$ cat src/tlpt_pkg.sv
package tlpt_pkg;

    localparam int FIRST_LEVEL_ENTRIES_DEF  = 16;
    localparam int SECOND_LEVEL_ENTRIES_DEF = 16;
    localparam int PROCESS_COUNT_DEF        = 4;

    localparam int ADDR_W      = 32;
    localparam int PROC_W      = 2;
    localparam int STATUS_W    = 2;
    localparam int IDX_W       = 10;
    localparam int OFFSET_W    = 12;
    localparam int SHIFT_TABLE = 22;
    localparam int SHIFT_SLOT  = 12;

    localparam logic MODE_ALLOC = 1'b0;
    localparam logic MODE_XLATE = 1'b1;

    typedef enum logic [STATUS_W-1:0] {
        STATUS_OK         = 2'd0,
        STATUS_NO_SPACE   = 2'd1,
        STATUS_NOT_MAPPED = 2'd2
    } t_status;

endpackage

$ cat src/tlpt_ram.sv
module tlpt_ram #(
    parameter int WIDTH = tlpt_pkg::ADDR_W,
    parameter int DEPTH = 16
) (
    input  logic                                   i_clk,
    input  logic                                   i_we,
    input  logic [((DEPTH > 1) ? $clog2(DEPTH) : 1)-1:0] i_addr,
    input  logic [WIDTH-1:0]                       i_wdata,
    output logic [WIDTH-1:0]                       o_rdata
);
    logic [WIDTH-1:0] r_mem [DEPTH];
    logic [WIDTH-1:0] r_rdata;

    always_ff @(posedge i_clk) begin
        if (i_we) begin
            r_mem[i_addr] <= i_wdata;
        end
        r_rdata <= r_mem[i_addr];
    end

    assign o_rdata = r_rdata;
endmodule

$ cat config.mk
export PLATFORM = sky130hd
export DESIGN_NAME = tlpt_ram
export DESIGN_NICKNAME = d
export VERILOG_FILES = /design/src/tlpt_pkg.sv /design/src/tlpt_ram.sv
export SDC_FILE = /design/constraint.sdc
export NUM_CORES = 1
export LEC_CHECK = 0
export ABC_AREA = 1
export ABC_CLOCK_PERIOD_IN_PS = 3900
export BUFFER_PORTS_ARGS = -buffer_cell sky130_fd_sc_hd__buf_2
export CORE_ASPECT_RATIO = 1.1
export CORE_MARGIN = 1.5
export CORE_UTILIZATION = 25
export DETAILED_ROUTE_END_ITERATION = 12
export GPL_TIMING_DRIVEN = 0
export PLACE_DENSITY_LB_ADDON = 0.15
export SYNTH_ARGS = -nofsm -noshare
export SYNTH_HDL_FRONTEND = slang
export SYNTH_SLANG_ARGS = --single-unit
$ cat constraint.sdc
create_clock -name i_clk -period 3.9 [get_ports i_clk]
set_input_delay 0.39 -clock i_clk [delete_from_list [all_inputs] [get_ports i_clk]]
set_output_delay 0.39 -clock i_clk [all_outputs]
set_load 0.005 [all_outputs]
==> results of run 1 <==
==> registers in the layout (all words and copies together) (netlist names) <==
signal	flops
r_mem	512
o_rdata	32
==> path summary, 6_finish.rpt <==
kind	to	cells past startpoint	from	slack, ns
min	r_mem[5][20]	1	i_wdata[20]	0.14
max	r_mem[9][15]	7	i_addr[1]	1.47
min reg2reg	o_rdata[21]	8	r_mem[0][21]	0.69
max reg2reg	o_rdata[16]	8	r_mem[7][16]	2.86
==> worst max-delay path: stages <==
cell and delay, ns:
buf_2 0.15, inv_1 0.12, buf_2 0.36, buf_2 0.33, nand3_1 0.38, nor2_4 0.71, buf_12 0.27
==> where the power goes <==
| part | internal [mW] | leakage, nW | total [mW] | switching (mW) |
|---|---|---|---|---|
| logic | 0.242 | 5.11 | 0.860 | 0.618 |
| registers | 6.54 | 4.89 | 6.57 | 0.0318 |
| clock network | 3.31 | 0.942 | 5.61 | 2.29 |
==> metal layers <==
metal  GRT usage (%)  wire, µm  vias up
met1            17.8     28600     6680
met5               0         0        -
met4            4.07      1470        0
li1                -         -     7064
met2            25.1     31900      203
met3            2.29      2290       95
==> metrics by stage <==
stage                     TNS [ns]  instance area [µm²]  instances
after CTS                        0                26400       3468
after global routing             0                26400       3468
final                            0                26400       3468
after floorplan                  0                22200       2113
after global placement     -584.46                24000       3340
after detailed placement         0                24500       3356
==> layout make-up <==
cell class | count | area (µm²) | area share (%)
flip-flops and latches | 544 | 16000 | 60.6
repair buffers | 83 | 686 | 2.60
clock buffers | 92 | 1700 | 6.44
inverters | 71 | 272 | 1.03
plain buffers | 98 | 667 | 2.53
clock inverters | 20 | 235 | 0.891
well taps | 1160 | 1450 | 5.50
multi-input cells | 1400 | 5380 | 20.4
==> cells in the mapped netlist <==
library cell and count:
buf_6 23, dfxtp_1 32, buf_1 6, inv_6 1, edfxtp_1 512, buf_4 17, inv_1 70, clkbuf_1 10
buf_2 41, buf_8 1, nand2_1 1378, nor2_1 18, nand3_1 4
==> logic make-up (layout without fill, tap and decap cells) <==
kind of cell | count (synthesis) | after routing | synth area share, %
and+or+nand+nor | 1400 | 1400 | 23.7
DFF | 544 | 544 | 72.1
buffers and inverters | 169 | 364 | 4.22
==> results.md, run 1 <==
* Cell taking the most area after synthesis: edfxtp_1
* Total iterations of the first detailed-routing run at 4
* CTS tree: yes
* Post-synthesis sequential area ratio at between 70% and 80%
* Vias in the first global route at between 10000 and 15000
* Total power at around 13 mW
* # H-tree levels at 2
* Vias per inst at 4.05
* Vias post-DR at 14042
* Hold WC Path Type: input port to flop
* Status: finished, final reports clean
* Crit Path Category: input port to flop
* Die W at 287 µm
* Worst skew pair latency at between 0.6 and 0.7 ns
* FMAX at 0.411 GHz
* Port Buf Inserts at 67
* Antenna Violating Nets Remaining at 0
* Fin crit period at 2.43 ns
* Cell Rows at 114
* Global-route wire length before repair at 93600 µm
* CTS clk-pin slew, worst paths at 0.06 ns
* Final nets at 2295
* Synth Instances at 2113
* I/O pin cnt at 70
* CP Launch Type: input port
* Final WL at around 64000 µm
* Die height at 316 µm
* CORE AREA at 88000 µm²
* Relative slew slack at 40.2%
* Yosys cell types at 13
* Clock Tree Root: clkbuf_16
* Resize count post-CTS at 0
* P_leak at 10.9 nW
* Max rail drop VDD at 0.318 mV
* Pin count of the biggest net entering global routing at 24
* Core Util, Final at 30.0%
* DP HPWL at 43000 µm
* Post-route setup slack at approximately 1.5 ns
* Post-CTS Repair Setup Buffers at 0
* RSZ-0062 raised after global routing: false
* Clk buf depth at 3
* Max-slew violation count at 0
* GRT Resource Usage Total at 14.2%
* Post-Syn Area per Cell at 10.5 µm²
* Critical path peak fanout at 17
* Clock sinks at 544
* Die Area at 90700 µm²
* Final Cycle Share at 62.4%
* Drt initial violations at 780
* GRT overflow at 0
* Synth top area share at 69.2%
* PD cells at approximately 500 nW/µm²
* Critical Path RT at 4.22 ns
* Hold Vio Cnt, Final at 0
* Yosys reg bits at 544
* Routability cong. at 0.736
* Worst-margin pin slew at 0.896 ns
* Clk_skew at about 0.021 ns
* Fillers at 9041
* TritonCTS buffer count at 59
* Hold_buf cts at 0
* Starting Density at between 20% and 30%
* Antenna diodes at 0
* Residual DRC count at 0
* Layout cells sized above 1 at a little under an eighth
* Max-cap violations at 0
* Most common cell after layout, fill and taps aside: nand2_1
* Min Hold Slack at 0.138 ns
* Pre-CTS setup slack at between 0.7 and 0.8 ns
* Final setup vio count at 0
* Area grow syn2layout at 18.9%
* Most frequent cells in the layout: nand2_1, edfxtp_1, buf_2
* Synthesized cell area at 22200 µm²
* Nature of the critical path endpoint: flop
* Synth area leaders: edfxtp_1, nand2_1, dfxtp_1
* CP Data Arrival Time at about 2.8 ns
* Yosys warns at 0
* Initial antenna violation count at 0
* Net count after synthesis at 2151
* WL/cell at 18.5 µm
(Power assumes the default switching activity.)
==> run 2: changes to the inputs <==
--- a/config.mk
+++ b/config.mk
@@ -5,8 +5,8 @@
 export SDC_FILE = /design/constraint.sdc
 export NUM_CORES = 1
 export LEC_CHECK = 0
-export ABC_AREA = 1
-export ABC_CLOCK_PERIOD_IN_PS = 3900
+export ABC_AREA = 0
+export ABC_CLOCK_PERIOD_IN_PS = 2300
 export BUFFER_PORTS_ARGS = -buffer_cell sky130_fd_sc_hd__buf_2
 export CORE_ASPECT_RATIO = 1.1
 export CORE_MARGIN = 1.5
==> constraint.sdc (replaced) <==
create_clock -name i_clk -period 2.3 [get_ports i_clk]
set_input_delay 0.23 -clock i_clk [delete_from_list [all_inputs] [get_ports i_clk]]
set_output_delay 0.23 -clock i_clk [all_outputs]
set_load 0.005 [all_outputs]
==> results.md, run 2 <==
* Status: finished, final reports clean
* Die W at around 270 µm
* Setup TNS at 0 ns
* Number of flops mapped to enable cells by yosys at 512
* CP delay by family, top: buffers and inverters
* Most common cell after layout, fill and taps aside: edfxtp_1
* Post-synthesis sequential area ratio at 80.6%
* Crit Path Category: input port to flop
* Most frequent cells after synthesis: edfxtp_1, mux4_2, a22oi_1, nand2_1, dfxtp_1
* Cell Rows at about 110
* Area grow syn2layout at 23.8%
* GRT overflow at 0
* Reg with most FFs: r_mem
* Critical path peak fanout at 19
* CP Launch Type: input port
* Worst-margin pin slew at 1.08 ns
* Final WL at roughly 50000 µm
* Synth Instances at 840
* Routability cong. at 0.650
* Residual DRC count at 0
* Min Hold Slack at 0.395 ns
* Clock sinks at 544
* Die height at 299 µm
* Vias per inst at 4.37
* Hold Vio Cnt, Final at 0
* Yosys reg bits at approximately 540
* Global-route wire length before repair at about 73000 µm
* Total iterations of the first detailed-routing run at 5
* # H-tree levels at 2
* CP Data Arrival Time at 2.46 ns
* CTS tree: yes
* Final nets at between 1000 and 1500
* Seq pwr share at 51.9%
* Slowest-stage cell, CP: clkbuf_1
* Fin crit period at 1.98 ns
* Synthesized cell area at 19900 µm²
* Net count after synthesis at 878
* FMAX at 0.504 GHz
* GRT Resource Usage Total at 12.6%
* Most frequent cells in the layout: edfxtp_1, mux4_2, buf_2
* Most frequent cell after synthesis: edfxtp_1
* RSZ-0062 raised after global routing: false
* Nature of the critical path endpoint: flop
* Layout cells sized above 1 at between 30% and 40%
* Pin count of the biggest net entering global routing at 20
* Switching Share at 21.6%
* P_leak at 7.81 nW
* Antenna Violating Nets Remaining at 0
* Power Internal at 16.8 mW
* Worst path cell trace: buf_2 -> buf_4 -> clkbuf_1 -> mux4_2 -> a22oi_1 -> nand2_1
* Clock group share of total power at between 40 and 50%
* Core Util, Final at 31.2%
* Psw at roughly 4.6 mW
* Vias in the first global route at about 10000
* Synth Flop Type: edfxtp_1
* PD cells at 873 nW/µm²
* Max rail drop VDD at 0.615 mV
* Antenna diodes at 0
* Port Buf Inserts at 67
* Die Area at 81200 µm²
* Drt initial violations at between 600 and 700
* CTS clk-pin slew, worst paths at 0.06 ns
* Placed Area at 22100 µm²
* Post-route setup slack at 0.316 ns
* Post-Syn Area per Cell at about 24 µm²
* Vias post-DR at around 9300
* Design area at 24600 µm²
* Relative slew slack at around 28%
* Yosys cell types at 17
* Max-cap violations at 0
* DP HPWL at 30800 µm
* Synth area leaders: edfxtp_1, mux4_2, dfxtp_1
* Max-slew violation count at 0
* Pre-CTS setup slack at -1.30 ns
* Final setup vio count at 0
* Max stage delay on crit path at around 0.66 ns
* Clock Tree Root: clkbuf_16
* Initial antenna violation count at 5
* Total power at 21.5 mW
* Cell taking the most area after synthesis: edfxtp_1
* Fin cells at 2134
* Synth top area share at 77.4%
* Clk buf depth at 3
* Ys async rst share at 0%
* CORE AREA at about 79000 µm²
* TritonCTS buffer count at 60
* Combinational power share at 5.2%
* Hold WC Path Type: input port to flop
* Yosys warns at 0
* Final Cycle Share at 86.3%
* I/O pin cnt at 70
* Critical Path RT at 2.78 ns
* CP Buf/Inv Count at 3
* Worst skew pair latency at 0.62 ns
* Starting Density at 25.2%
* Clk_skew at 0.0205 ns
* Max reg flops at 512
* WL/cell at approximately 24 µm
* Dpl cells at 1972
[run 2: cell types whose count changed in the layout (fill, tap and decap cells not counted), sizes merged, moves of 4 or more]
cell	delta
clkinv	+17
nand2	-1345
a22oi	+64
buf	-49
mux4	+128
dlygate4sd3	+32
inv	-71
nor3	+4
[run 2: layer usage]
metal	track usage, %	up-vias	part of all wire [%]
met3	2.35	73	4.0
met5	0	-	0.080
li1	-	4001	-
met1	17.4	5056	46
met2	20.3	199	48
met4	3.15	6	1.9
[run 2: cell type report]
class                           instances  area [µm²]
Clock buffer                           79        1660
Buffer                                 43         224
Sequential cell                       544       16000
Timing Repair Buffer                  136        1380
Multi-Input combinational cell        253        3770
Fill cell                            7537       54200
Tap cell                             1045        1310
Clock inverter                         34         223
[run 2: power groups by stage]
stage | sequential (mW) | clock, mW | combinational, mW
4_1_cts | 11.1 | 9.51 | 1.17
5_1_grt | 11.1 | 9.86 | 1.23
6_report | 11.1 | 9.20 | 1.12
3_3_place_gp | 11.3 | 0 | 1.05
2_1_floorplan | 11.3 | 0 | 0.544
3_5_place_dp | 11.3 | 0 | 1.10
[run 2: final timing paths]
kind	start	end	slack [ns]	depth (start not counted)
worst max-delay path	i_addr[1]	o_rdata[28]	0.32	6
worst min-delay path	i_addr[3]	o_rdata[30]	0.39	4
worst min register to register	r_mem[14][5]	o_rdata[5]	0.68	3
worst max register to register	r_mem[2][15]	o_rdata[15]	0.80	3
[run 2: cells by family (layout without fill, tap and decap cells)]
kind of cell           count (synthesis)  after routing  share of synthesized area [%]
buffers and inverters                 45            292                           1.17
AND/OR/NAND/NOR                       59             61                           1.27
multiplexers                         128            128                           14.5
AO/OA/AOI/OAI                         64             64                           2.42
flip-flops                           544            544                           80.6
[run 2: worst min-delay path: cells and delay by family]
| kind | cells | cell delay (ns) |
|---|---|---|
| buffers and inverters | 1 | 0.16 |
| AND/OR/NAND/NOR | 2 | 0.27 |
| AO/OA/AOI/OAI | 1 | 0.29 |
[run 2: timing repair]
action	in CTS	in global routing
endpoints found under the hold margin	510	0
gates cloned	2	0
endpoints found under the setup margin	316	199
setup buffers	17	0
resized for setup	2	0
pin swaps	10	0
hold buffers	32	0
